[src/sv/modem_wake_handshake_controller_unit_macros.svh]
// Assertion macros for the modem wake handshake controller.
// Used by the top level only; expects clk and rst_n in scope.
`ifndef MODEM_WAKE_HANDSHAKE_CONTROLLER_UNIT_MACROS_SVH
`define MODEM_WAKE_HANDSHAKE_CONTROLLER_UNIT_MACROS_SVH

// same-cycle implication
`define MWHC_ASSERT_NOW(lbl, ante, cons) \
  lbl: assert property (@(posedge clk) disable iff (!rst_n) (ante) |-> (cons)) \
    else $error("mwhc check failed");

// next-cycle implication
`define MWHC_ASSERT_NEXT(lbl, ante, cons) \
  lbl: assert property (@(posedge clk) disable iff (!rst_n) (ante) |=> (cons)) \
    else $error("mwhc check failed");

`endif

[src/sv/mwhc_pkg.sv]
// Shared types and constants for the modem wake handshake controller.
// No dependencies.
`default_nettype none

package mwhc_pkg;

  localparam int TIMER_BITS_DEF = 16;
  localparam int CFG_W = 16;

  localparam logic [CFG_W-1:0] INACT_RST = 16'd100;
  localparam logic [CFG_W-1:0] RETRY_RST = 16'd1000;
  localparam logic [3:0] WARN_FULL = 4'd10;

  localparam logic CFG_INACT = 1'b0;
  localparam logic CFG_RETRY = 1'b1;

  localparam logic [2:0] REQ_TICK    = 3'd0;
  localparam logic [2:0] REQ_WAKE    = 3'd1;
  localparam logic [2:0] REQ_EDGE    = 3'd2;
  localparam logic [2:0] REQ_SUSPEND = 3'd3;
  localparam logic [2:0] REQ_RESUME  = 3'd4;
  localparam logic [2:0] REQ_ENABLE  = 3'd5;
  localparam logic [2:0] REQ_DISABLE = 3'd6;
  localparam logic [2:0] REQ_STOP    = 3'd7;

  typedef enum logic [2:0] {
    MODE_ASLEEP      = 3'd0,
    MODE_WKUP_WAIT   = 3'd1,
    MODE_AWAKE_WAIT  = 3'd2,
    MODE_AWAKE       = 3'd3,
    MODE_SLEEP_WAIT  = 3'd4,
    MODE_ASLEEP_WAIT = 3'd5
  } mode_t;

  typedef struct packed {
    logic [2:0] req_type;
    logic       port_busy;
  } mwhc_in_t;

  typedef struct packed {
    logic       wake_line;
    logic [2:0] mode;
    logic       is_awake;
    logic       note_prewake;
    logic       note_awake;
    logic       note_sleep;
    logic       note_asleep;
    logic       timeout_warning;
  } mwhc_out_t;

endpackage

`default_nettype wire

[src/sv/mwhc_in_stage.sv]
// Input register of the modem wake handshake controller.
// Depends on mwhc_pkg.
`default_nettype none

module mwhc_in_stage
  import mwhc_pkg::*;
(
  input  wire logic     clk,
  input  wire logic     rst_n,
  input  wire logic     in_valid,
  output logic          in_stall,
  input  wire mwhc_in_t in_data,
  input  wire logic     advance,
  output logic          item_valid,
  output mwhc_in_t      item
);

  logic     valid_r, valid_nxt;
  mwhc_in_t data_r, data_nxt;
  logic     take;

  assign in_stall = valid_r && !advance;
  assign take     = in_valid && !in_stall;

  always_comb begin
    valid_nxt = valid_r;
    data_nxt  = data_r;
    if (take) begin
      valid_nxt = 1'b1;
      data_nxt  = in_data;
    end else if (advance) begin
      valid_nxt = 1'b0;
    end
  end

  always_ff @(posedge clk) begin
    if (!rst_n) begin
      valid_r <= 1'b0;
    end else begin
      valid_r <= valid_nxt;
    end
    data_r <= data_nxt;
  end

  assign item_valid = valid_r;
  assign item       = data_r;

endmodule

`default_nettype wire

[src/sv/mwhc_step.sv]
// Handshake state and the combinational event logic.
// Depends on mwhc_pkg.
`default_nettype none

module mwhc_step
  import mwhc_pkg::*;
#(
  parameter int TIMER_BITS = TIMER_BITS_DEF
) (
  input  wire logic             clk,
  input  wire logic             rst_n,
  input  wire logic             step_en,
  input  wire mwhc_in_t         item,
  input  wire logic [CFG_W-1:0] inact_ticks,
  input  wire logic [CFG_W-1:0] retry_ticks,
  output mwhc_out_t             result
);

  typedef struct packed {
    mode_t                 phase;
    logic                  pend;
    logic                  ack;
    logic                  hs_on;
    logic                  susp;
    logic [TIMER_BITS-1:0] idle_cnt;
    logic                  idle_run;
    logic [TIMER_BITS-1:0] retry_cnt;
    logic                  retry_run;
    logic [3:0]            warn;
    logic                  line;
  } state_t;

  typedef struct packed {
    state_t st;
    logic   p_prewake;
    logic   p_awake;
    logic   p_sleep;
    logic   p_asleep;
    logic   p_warn;
  } work_t;

  state_t state_r, state_nxt;
  work_t  w;

  function automatic work_t go_awake(work_t a, logic [CFG_W-1:0] inact);
    a.st.retry_run = 1'b0;
    a.st.warn      = WARN_FULL;
    a.p_prewake    = 1'b1;
    a.st.phase     = MODE_AWAKE;
    a.st.pend      = 1'b0;
    if (a.st.hs_on && a.st.susp) begin
      a.st.idle_cnt = TIMER_BITS'(inact);
      a.st.idle_run = 1'b1;
    end
    a.p_awake = 1'b1;
    return a;
  endfunction

  function automatic work_t settle(work_t a, logic [CFG_W-1:0] inact,
                                   logic [CFG_W-1:0] rtk);
    logic done;
    done = 1'b0;
    for (int pass = 0; pass < 3; pass++) begin
      if (!done && a.st.phase == MODE_ASLEEP) begin
        if (!a.st.pend) begin
          done = 1'b1;
        end else begin
          a.st.phase = MODE_WKUP_WAIT;
        end
      end
      if (!done && a.st.phase == MODE_WKUP_WAIT) begin
        a.st.phase     = MODE_AWAKE_WAIT;
        a.st.ack       = 1'b0;
        a.st.line      = 1'b1;
        a.st.retry_cnt = TIMER_BITS'(rtk);
        a.st.retry_run = 1'b1;
        if (!a.st.hs_on) begin
          a    = go_awake(a, inact);
          done = 1'b1;
        end
      end
      if (!done && a.st.phase == MODE_AWAKE_WAIT) begin
        if (a.st.ack) begin
          a = go_awake(a, inact);
        end
        done = 1'b1;
      end
      if (!done && a.st.phase == MODE_SLEEP_WAIT) begin
        a.st.phase = MODE_ASLEEP_WAIT;
        a.p_sleep  = 1'b1;
        a.st.line  = 1'b0;
      end
      if (!done) begin
        if (a.st.phase == MODE_ASLEEP_WAIT) begin
          a.st.phase = MODE_ASLEEP;
          a.p_asleep = 1'b1;
        end else begin
          done = 1'b1;
        end
      end
    end
    return a;
  endfunction

  function automatic work_t wake_req(work_t a, logic [CFG_W-1:0] inact);
    a.st.idle_run = 1'b0;
    if (a.st.phase == MODE_AWAKE) begin
      if (a.st.hs_on && a.st.susp) begin
        a.st.idle_cnt = TIMER_BITS'(inact);
        a.st.idle_run = 1'b1;
      end
    end else begin
      a.st.pend = 1'b1;
    end
    return a;
  endfunction

  function automatic work_t do_tick(work_t a, logic busy, logic [CFG_W-1:0] inact,
                                    logic [CFG_W-1:0] rtk);
    if (a.st.idle_run) begin
      if (a.st.idle_cnt <= TIMER_BITS'(1)) begin
        if (busy) begin
          a.st.idle_cnt = TIMER_BITS'(inact);
        end else begin
          a.st.idle_run = 1'b0;
          a.st.phase    = MODE_SLEEP_WAIT;
          a             = settle(a, inact, rtk);
        end
      end else begin
        a.st.idle_cnt = a.st.idle_cnt - TIMER_BITS'(1);
      end
    end
    if (a.st.retry_run) begin
      if (a.st.retry_cnt <= TIMER_BITS'(1)) begin
        a.st.retry_run = 1'b0;
        if (a.st.warn != 4'd0) begin
          a.st.warn = a.st.warn - 4'd1;
          a.p_warn  = 1'b1;
        end
        a.st.line  = 1'b0;
        a.st.phase = MODE_WKUP_WAIT;
        a.st.pend  = 1'b1;
        a          = settle(a, inact, rtk);
      end else begin
        a.st.retry_cnt = a.st.retry_cnt - TIMER_BITS'(1);
      end
    end
    return a;
  endfunction

  function automatic work_t do_stop(work_t a);
    a.st.idle_run = 1'b0;
    a.st.line     = 1'b0;
    a.st.phase    = MODE_ASLEEP;
    a.st.pend     = 1'b0;
    return a;
  endfunction

  always_comb begin
    w           = '0;
    w.st        = state_r;
    case (item.req_type)
      REQ_TICK: begin
        w = do_tick(w, item.port_busy, inact_ticks, retry_ticks);
      end
      REQ_WAKE: begin
        w = wake_req(w, inact_ticks);
      end
      REQ_EDGE: begin
        w.st.retry_run = 1'b0;
        if (w.st.hs_on) begin
          if (w.st.phase == MODE_AWAKE_WAIT) begin
            w.st.ack = 1'b1;
          end else if (w.st.phase == MODE_ASLEEP || w.st.phase == MODE_SLEEP_WAIT ||
                       w.st.phase == MODE_ASLEEP_WAIT) begin
            w.st.pend = 1'b1;
          end
        end
      end
      REQ_SUSPEND: begin
        w.st.susp = 1'b1;
        if (w.st.phase == MODE_AWAKE && w.st.hs_on) begin
          w.st.idle_cnt = TIMER_BITS'(1);
          w.st.idle_run = 1'b1;
        end
      end
      REQ_RESUME: begin
        w.st.susp = 1'b0;
        if (w.st.phase == MODE_AWAKE) begin
          w.st.idle_run = 1'b0;
        end
        w = wake_req(w, inact_ticks);
      end
      REQ_ENABLE: begin
        if (!w.st.hs_on) begin
          w.st.hs_on = 1'b1;
          if (w.st.phase == MODE_AWAKE && w.st.susp) begin
            w.st.idle_cnt = TIMER_BITS'(inact_ticks);
            w.st.idle_run = 1'b1;
          end
        end
      end
      REQ_DISABLE: begin
        if (w.st.hs_on) begin
          w.st.hs_on = 1'b0;
          if (w.st.phase == MODE_AWAKE) begin
            w.st.idle_run = 1'b0;
          end else if (w.st.phase == MODE_AWAKE_WAIT) begin
            w.st.ack = 1'b1;
          end else begin
            w.st.pend = 1'b1;
          end
        end
      end
      REQ_STOP: begin
        w = do_stop(w);
      end
      default: begin
        w = do_stop(w);
      end
    endcase
    w = settle(w, inact_ticks, retry_ticks);
  end

  always_comb begin
    state_nxt = state_r;
    if (step_en) begin
      state_nxt = w.st;
    end
  end

  always_ff @(posedge clk) begin
    if (!rst_n) begin
      state_r.phase     <= MODE_ASLEEP;
      state_r.pend      <= 1'b0;
      state_r.ack       <= 1'b0;
      state_r.hs_on     <= 1'b1;
      state_r.susp      <= 1'b0;
      state_r.idle_cnt  <= '0;
      state_r.idle_run  <= 1'b0;
      state_r.retry_cnt <= '0;
      state_r.retry_run <= 1'b0;
      state_r.warn      <= WARN_FULL;
      state_r.line      <= 1'b0;
    end else begin
      state_r <= state_nxt;
    end
  end

  assign result.wake_line       = w.st.line;
  assign result.mode            = w.st.phase;
  assign result.is_awake        = (w.st.phase == MODE_AWAKE);
  assign result.note_prewake    = w.p_prewake;
  assign result.note_awake      = w.p_awake;
  assign result.note_sleep      = w.p_sleep;
  assign result.note_asleep     = w.p_asleep;
  assign result.timeout_warning = w.p_warn;

endmodule

`default_nettype wire

[src/sv/mwhc_out_stage.sv]
// Result register of the modem wake handshake controller.
// Depends on mwhc_pkg.
`default_nettype none

module mwhc_out_stage
  import mwhc_pkg::*;
(
  input  wire logic      clk,
  input  wire logic      rst_n,
  input  wire logic      load,
  input  wire mwhc_out_t result,
  output logic           out_free,
  output logic           out_valid,
  input  wire logic      out_stall,
  output mwhc_out_t      out_data
);

  logic      valid_r, valid_nxt;
  mwhc_out_t data_r, data_nxt;

  assign out_free = !valid_r || !out_stall;

  always_comb begin
    valid_nxt = valid_r && out_stall;
    data_nxt  = data_r;
    if (load) begin
      valid_nxt = 1'b1;
      data_nxt  = result;
    end
  end

  always_ff @(posedge clk) begin
    if (!rst_n) begin
      valid_r <= 1'b0;
    end else begin
      valid_r <= valid_nxt;
    end
    data_r <= data_nxt;
  end

  assign out_valid = valid_r;
  assign out_data  = data_r;

endmodule

`default_nettype wire

[src/sv/modem_wake_handshake_controller_unit.sv]
// An accepted item waits in the input register; its result is then loaded
// into the result register and shown on out_data.
// Throughput: one item per cycle while out_stall does not hold the result;
// the event logic between the two registers settles each event combinationally.
// Reset: synchronous, active low; mode asleep, handshake on, timers stopped,
// inactivity_ticks 100, retry_ticks 1000. Ready straight after reset.
`default_nettype none

`include "modem_wake_handshake_controller_unit_macros.svh"

module modem_wake_handshake_controller_unit
  import mwhc_pkg::*;
#(
  parameter int TIMER_BITS = TIMER_BITS_DEF
) (
  input  wire logic             clk,
  input  wire logic             rst_n,
  input  wire logic             in_valid,
  output logic                  in_stall,
  input  wire mwhc_in_t         in_data,
  output logic                  out_valid,
  input  wire logic             out_stall,
  output mwhc_out_t             out_data,
  input  wire logic             cfg_valid,
  output logic                  cfg_ready,
  input  wire logic             cfg_index,
  input  wire logic [CFG_W-1:0] cfg_data
);

  logic             item_valid;
  mwhc_in_t         item;
  logic             out_free;
  logic             advance;
  mwhc_out_t        result;
  logic [CFG_W-1:0] inact_r, inact_nxt;
  logic [CFG_W-1:0] retry_r, retry_nxt;

  assign cfg_ready = 1'b1;
  assign advance   = item_valid && out_free;

  always_comb begin
    inact_nxt = inact_r;
    retry_nxt = retry_r;
    if (cfg_valid && cfg_ready) begin
      case (cfg_index)
        CFG_INACT: inact_nxt = cfg_data;
        CFG_RETRY: retry_nxt = cfg_data;
        default: begin
          inact_nxt = inact_r;
        end
      endcase
    end
  end

  always_ff @(posedge clk) begin
    if (!rst_n) begin
      inact_r <= INACT_RST;
      retry_r <= RETRY_RST;
    end else begin
      inact_r <= inact_nxt;
      retry_r <= retry_nxt;
    end
  end

  mwhc_in_stage u_in (
    .clk        (clk),
    .rst_n      (rst_n),
    .in_valid   (in_valid),
    .in_stall   (in_stall),
    .in_data    (in_data),
    .advance    (advance),
    .item_valid (item_valid),
    .item       (item)
  );

  mwhc_step #(
    .TIMER_BITS (TIMER_BITS)
  ) u_step (
    .clk         (clk),
    .rst_n       (rst_n),
    .step_en     (advance),
    .item        (item),
    .inact_ticks (inact_r),
    .retry_ticks (retry_r),
    .result      (result)
  );

  mwhc_out_stage u_out (
    .clk       (clk),
    .rst_n     (rst_n),
    .load      (advance),
    .result    (result),
    .out_free  (out_free),
    .out_valid (out_valid),
    .out_stall (out_stall),
    .out_data  (out_data)
  );

  `MWHC_ASSERT_NEXT(a_item_held, item_valid && !advance, item_valid)
  `MWHC_ASSERT_NOW(a_mode_settled, out_valid,
    out_data.mode == MODE_ASLEEP || out_data.mode == MODE_AWAKE_WAIT ||
    out_data.mode == MODE_AWAKE)
  `MWHC_ASSERT_NOW(a_awake_note, out_valid && out_data.note_awake,
    out_data.is_awake && out_data.note_prewake)

endmodule

`default_nettype wire

[config.mk]
export PLATFORM = sky130hd
export DESIGN_NAME = modem_wake_handshake_controller_unit
export DESIGN_NICKNAME = d
export VERILOG_FILES = /design/src/sv/mwhc_pkg.sv /design/src/sv/mwhc_in_stage.sv /design/src/sv/mwhc_step.sv /design/src/sv/mwhc_out_stage.sv /design/src/sv/modem_wake_handshake_controller_unit.sv
export VERILOG_INCLUDE_DIRS = /design/src /design/src/sv
export SDC_FILE = /design/constraint.sdc
export NUM_CORES = 1
export LEC_CHECK = 0
export BUFFER_PORTS_ARGS = -buffer_cell sky130_fd_sc_hd__buf_2
export CAP_MARGIN = 20
export CORE_ASPECT_RATIO = 0.5
export CORE_MARGIN = 3
export CORE_UTILIZATION = 40
export DETAILED_ROUTE_END_ITERATION = 6
export PLACE_DENSITY_LB_ADDON = 0.12
export SLEW_MARGIN = 20
export SYNTH_ARGS = -nofsm -noshare
export SYNTH_HDL_FRONTEND = slang
export SYNTH_SLANG_ARGS = --single-unit
[constraint.sdc]
create_clock -name clk -period 4.95 [get_ports clk]
set_input_delay 0.99 -clock clk [delete_from_list [all_inputs] [get_ports clk]]
set_output_delay 0.99 -clock clk [all_outputs]
set_load 0.01 [all_outputs]
### Yosys cells after proc, flatten, opt, wreduce, memory -nomap -nowiden

Index checks and enable logic that the tools add are counted.

| word-level totals | value |
|---|---|
| bits of input ports | 26 |
| output and inout bits | 13 |
| logic and storage cells | 528 |
| flip-flop bits (word level) | 94 |

| operators by class | value |
|---|---|
| reduce and logical (&&, ||, !) cells | 102 |
| magnitude comparators | 2 |
| equality and inequality tests | 44 |
| muxes and demuxes | 351 |
| bitwise gates (word level) | 1 |
| add/subtract/negate cells | 3 |

Operator list:

| operator | count |
|---|---|
| 51-bit two-way mux | 60 |
| 49-bit two-way mux | 8 |
| 17-bit two-way mux | 20 |
| 3-bit two-way mux | 89 |
| 1-bit two-way mux | 153 |
| 3-bit == test, second input constant | 23 |
| 16-bit two-way mux | 4 |
| 16-bit case mux with 4 select lines | 1 |
| 28-bit two-way mux | 2 |
| 1-bit logical AND | 51 |
| 3-bit by 2-bit == test with 1-bit output, second input constant | 13 |
| 1-bit logical NOT | 33 |
| 16-bit by 1-bit <= comparator with 1-bit output, second input constant | 2 |
| 16-bit by 1-bit subtractor with 16-bit output, second input constant | 2 |
| 3-bit logical NOT | 9 |
| 3-bit by 1-bit == test with 1-bit output, second input constant | 8 |
| 24-bit two-way mux | 1 |
| 10-bit case mux with 2 select lines | 1 |
| 7-bit two-way mux | 2 |
| 11-bit two-way mux | 1 |
| 2-bit case mux with 5 select lines | 1 |
| 1-bit case mux with 3 select lines | 2 |
| 1-bit case mux with 6 select lines | 1 |
| 3-bit case mux with 2 select lines | 1 |
| other kinds (10) | 15 |

### Longest topological paths before layout

| depth | value |
|---|---|
| word-level depth | 217 |
| depth in mapped cells | 19 |

### Hierarchy

A second synthesis with hierarchy kept.

| second synthesis, totals | value |
|---|---|
| cells, all modules | 845 |
| area, all modules | 6412.4 µm² |

Modules (own cells, without submodules):

| module | area an instance (µm²) | instances | cells each | sequential area each (µm²) |
|---|---|---|---|---|
| mwhc_step | 4619.4 | 1 | 688 | 920.9 |
| modem_wake_handshake_controller_unit | 1290.0 | 1 | 135 | 640.6 |
| mwhc_out_stage | 335.3 | 1 | 14 | 320.3 |
| mwhc_in_stage | 167.7 | 1 | 8 | 140.1 |

### Worst setup path before layout

No wires, ideal clock.

| timing | value |
|---|---|
| kind | register to register |
| start point | reg u_step.state_r[32] in the netlist's numbering |
| end point | reg u_step.state_r[3] in the netlist's numbering |
| cell stages (with the launch flop) | 17 |
| data required time | 4888 ps |
| path buffers | 2 |
| data arrival time | 4396 ps |
| slack | 492 ps |
| cell sequence | dfxtp_1 > or4_1 > nor2_1 > nand4_2 > clkbuf_1 > mux2i_1 > ha_1 > clkbuf_1 > nor2_1 > or4_4 > or2_4 > a41o_1 > o22ai_2 > a211oi_4 > a21o_1 > or4_1 > nand3_1 |

| between the ends | value |
|---|---|
| cells in the longest elaborated chain, start to end | 124 |

RTL lines:

| item | line | RTL |
|---|---|---|
| from (decl) | mwhc_step.sv:42 | `state_t state_r, state_nxt;` |
| from (signal assigned) | mwhc_step.sv:246 | `state_r <= state_nxt;` |
| 16-bit by 1-bit <= comparator with 1-bit output (*) | mwhc_step.sv:121 | `if (a.st.idle_cnt <= TIMER_BITS'(1)) begin` |
| 7-bit two-way mux | mwhc_step.sv:121 |  |
| 51-bit two-way mux (*) | mwhc_step.sv:120 | `if (a.st.idle_run) begin` |
| 51-bit two-way mux (*) | mwhc_step.sv:162 | `case (item.req_type)` |
| 49-bit two-way mux / 1-bit two-way mux (equally long branches) | mwhc_step.sv:77 | `if (!a.st.hs_on) begin` |
| 51-bit two-way mux / 1-bit two-way mux (equally long branches) | mwhc_step.sv:134 | `if (a.st.retry_cnt <= TIMER_BITS'(1)) begin` |
| 51-bit two-way mux / 1-bit two-way mux (equally long branches) | mwhc_step.sv:133 | `if (a.st.retry_run) begin` |
| 51-bit two-way mux / 1-bit two-way mux (equally long branches) | mwhc_step.sv:162 |  |
| [... 108 more ...] | n/a |  |
| 1-bit logical AND | mwhc_step.sv:64 | `if (!done && a.st.phase == MODE_ASLEEP) begin` |
| 3-bit two-way mux / 1-bit two-way mux (equally long branches) | mwhc_step.sv:64 |  |
| 3-bit by 1-bit == test with 1-bit output / 1-bit logical NOT (equally long branches) | mwhc_step.sv:71 | `if (!done && a.st.phase == MODE_WKUP_WAIT) begin` |
| 1-bit logical AND | mwhc_step.sv:71 |  |
| 51-bit two-way mux / 1-bit two-way mux (equally long branches) | mwhc_step.sv:71 |  |
| 3-bit by 2-bit == test with 1-bit output / 1-bit logical NOT (equally long branches) | mwhc_step.sv:82 | `if (!done && a.st.phase == MODE_AWAKE_WAIT) begin` |
| 1-bit logical AND | mwhc_step.sv:82 |  |
| 51-bit two-way mux (*) | mwhc_step.sv:82 |  |

Every way passes the cells marked *; elsewhere a longest branch is shown, timed or not. The select of a mux whose other input is x is not followed.
A chain may end at the register's enable or synchronous reset.

### Worst setup path after layout

| timing | value |
|---|---|
| start point | reg u_step.state_r[32] in the netlist's numbering |
| end point | reg u_step.state_r[18] in the netlist's numbering |

Same word-level chain as after synthesis.

==> flow_summary.json <==
{
  "globalplace.congestion": 0.945,
  "antenna_found_initial": 0,
  "worstPathArrival_ps": 4920,
  "power.switching_mw": 0.790,
  "wire_per_inst_um": 20.7,
  "final_nets": 922,
  "layout_common_cells": "nand2_1 (137), a21oi_1 (95), dfxtp_1 (80)",
  "grt_pass1_vias": 6005,
  "hold_depth": 2,
  "grt_util_all_layers_pct": 25.5,
  "syn_area_mm2": 0.00638,
  "crit_required_ps": 5220,
  "finalSetupTns_ps": 0,
  "portBuffers": 37,
  "coreArea_mm2": 0.0150,
  "synth-compound-area-share_pct": 30.7,
  "synth_ff_type": "dfxtp_1",
  "postCtsSetupRepairBufs": 0,
  "dp_slack_ps": 408,
  "synth_top_cell_by_area": "dfxtp_1",
  "hold_viol": 0,
  "synth_nets": 916,
  "drv_cap": 0,
  "hold_class": "reg -> reg",
  "clock-sinks": 93,
  "die_h_um": 95.3,
  "rows": 31,
  "power.density_mw_per_mm2": 307,
  "drc": 2,
  "cts_tree": "yes",
  "final_common_cell": "nand2_1",
  "netlist_instances": 885,
  "setup_ws_ps": 299,
  "rsz0062_at_grt": "no",
  "fin_util_pct": 46.7,
  "ys_ff_latch": 93,
  "outcome": "finished with violations",
  "violations": "design-rule violations",
  "clockBufferDepth": 2,
  "drt_pass1_iterations": 7,
  "start_util_pct": 42.5,
  "synthAdderAreaFrac_pct": 0.981,
  "p_seq_share_pct": 40.0,
  "top_usage_layer": "met1",
  "ir_drop_uv": 157,
  "synthMuxAreaShare_pct": 3.37,
  "crit_path_max_fanout": 17,
  "r2r_slack_ps": 300,
  "path_clk_slew_ps": 80,
  "tightest_slew_ps": 974,
  "synthSimpleGateAreaFrac_pct": 28.0,
  "finalWirelength_um": 22600,
  "endpoint_kind": "flop",
  "synthArstFlopShare_pct": 0,
  "clk_latency_ps": 360,
  "die_w_um": 185,
  "die-area_mm2": 0.0176,
  "yosysTopAreaCellShare_pct": 25.1,
  "clock_skew_ps": 10.8,
  "antenna_left": 0,
  "vias_per_cell": 6.35,
  "p_clk_share_pct": 34.0,
  "switching_share_pct": 36.7,
  "synth_area_leaders": "dfxtp_1 (25%), nand2_1 (8.1%), a21oi_1 (7.5%)",
  "power_mw": 2.15,
  "synth_warnings": 0,
  "drtIter0Drc": 805,
  "overflow": 0,
  "synth_xor_area_share_pct": 0.275,
  "worstRegToRegCells": 15,
  "period_share_pct": 94.0,
  "synth_top_family_by_area": "compound AO/OA/AOI/OAI gates",
  "slowest_stage": "or4_1",
  "cts_hold_repair.buffers": 0,
  "worst_setup_path_start_kind": "flop",
  "grt_max_degree": 46,
  "synthDistinctLibCells": 86,
  "io_pins": 39,
  "grt_pass1_wl_um": 34600,
  "max_slew_margin_pct": 35.0,
  "diodes": 0,
  "ys_seq_area_share_pct": 31.2,
  "drive_above_1_share_pct": 11.4,
  "crit_path_cell_trace": "or4_1 > nor3_2 > nand3_1 > mux2i_1 > ha_1 > nor2_1 > or4_4 > nor2_1 > o21ai_0 > o21a_1 > a211oi_4 > buf_4 > nand3_1 > and3_1 > a211oi_1",
  "power.leakage_nw": 2.62,
  "fin_crit_ps": 4650,
  "fmax_ghz": 0.215,
  "area_growth_pct": 10.0,
  "use_met2_pct": 36.4,
  "internal_power_mw": 1.36,
  "synth_area_per_cell_um2": 7.21,
  "vias": 6952,
  "max_stage_delay_ps": 610,
  "maxSlewViolCount": 0,
  "comb_power_share_pct": 26.0,
  "ctsResizeCount": 0,
  "cts_root_buf": "clkbuf_16",
  "use_met3_pct": 6.17,
  "setup_viol": 0,
  "grt_util_met1_pct": 38.3,
  "synth_edf_count": 13,
  "cts-htree-levels": 3,
  "crit_type": "reg -> reg",
  "cts_buffers": 9,
  "dp_hpwl_um": 15900
}
[Yosys cell counts (6+ instances only)]
cell type	count
edfxtp_1	13
nand2b_1	8
and3_1	9
o211ai_1	12
mux2i_1	17
nor3_1	21
nor2_1	79
a31oi_1	14
o21ai_1	6
nand3_1	46
a211oi_1	11
a21o_1	7
dfxtp_1	80
clkbuf_1	50
o21a_1	7
or3_1	11
a21oi_1	95
inv_1	18
nand2_1	137
o31ai_1	16
o21ai_0	68
nor4_1	11
a22oi_1	7
or2_2	6
a221oi_1	9
buf_2	7
or4_1	8
[sequential cells by signal (all words and copies together) (netlist names)]
signal           cells
inact_r             16
retry_r             16
u_in.item            4
u_in.item_valid      1
u_out.out_data       9
u_out.out_valid      1
u_step.state_r      46
[critical path: cells and delay by family (launching register included)]
kind / cells / cell delay, ps
and+or+nand+nor: 8 / 2330
DFF: 1 / 360
adders and majority gates: 1 / 230
muxes: 1 / 320
buffers and inverters: 1 / 320
AOI/OAI and AO/OA: 4 / 990
[stage by stage]
step | hold slack, ps | cells | cell area, um^2
global placement | 448 | 1078 | 6710
detailed placement | 466 | 1078 | 6710
global route | 497 | 1094 | 7020
floorplan | 434 | 885 | 6380
finish | 476 | 1094 | 7020
CTS | 476 | 1094 | 7010
[kinds of logic (layout without fill, tap and decap cells)]
| group | count (synthesis) | after routing |
|---|---|---|
| and+or+nand+nor | 373 | 373 |
| AOI/OAI and AO/OA | 306 | 306 |
| DFF | 93 | 93 |
| buffers and inverters | 84 | 95 |
| muxes | 21 | 21 |
| adders and majority gates | 5 | 5 |
| xor gates and xnor gates | 2 | 2 |
| other | 1 | 1 |
[cell type report]
cell class,count,area (um^2)
Fill cell,1570,7990
Multi-Input combinational cell,708,4050
Sequential cell,93,1990
Timing Repair Buffer,58,343
Tap cell,198,248
Clock buffer,9,225
Clock inverter,7,80.1
Inverter,21,78.8
[power groups by stage]
stage,logic (mW),clock network (mW),registers (mW)
3_3_place_gp,0.541,0,0.876
3_5_place_dp,0.544,0,0.876
4_1_cts,0.547,0.738,0.859
6_report,0.559,0.732,0.861
5_1_grt,0.611,0.774,0.865
2_1_floorplan,0.400,0,0.854
[layer usage]
layer | share of wire [%] | wire, um | up-vias
li1 | - | - | 3271
met1 | 48 | 10800 | 3297
met2 | 41 | 9180 | 355
met3 | 10 | 2320 | 29
met4 | 1.3 | 301 | 0
met5 | 0 | 0 | -
[worst paths after layout]
check,startpoint,end
worst max-delay path,u_step.state_r[32],u_step.state_r[18]
worst min-delay path,u_step.state_r[0],u_step.state_r[0]
worst max register to register,u_step.state_r[32],u_step.state_r[18]
worst min register to register,u_step.state_r[0],u_step.state_r[0]
Power figures use the tool's default switching activity.
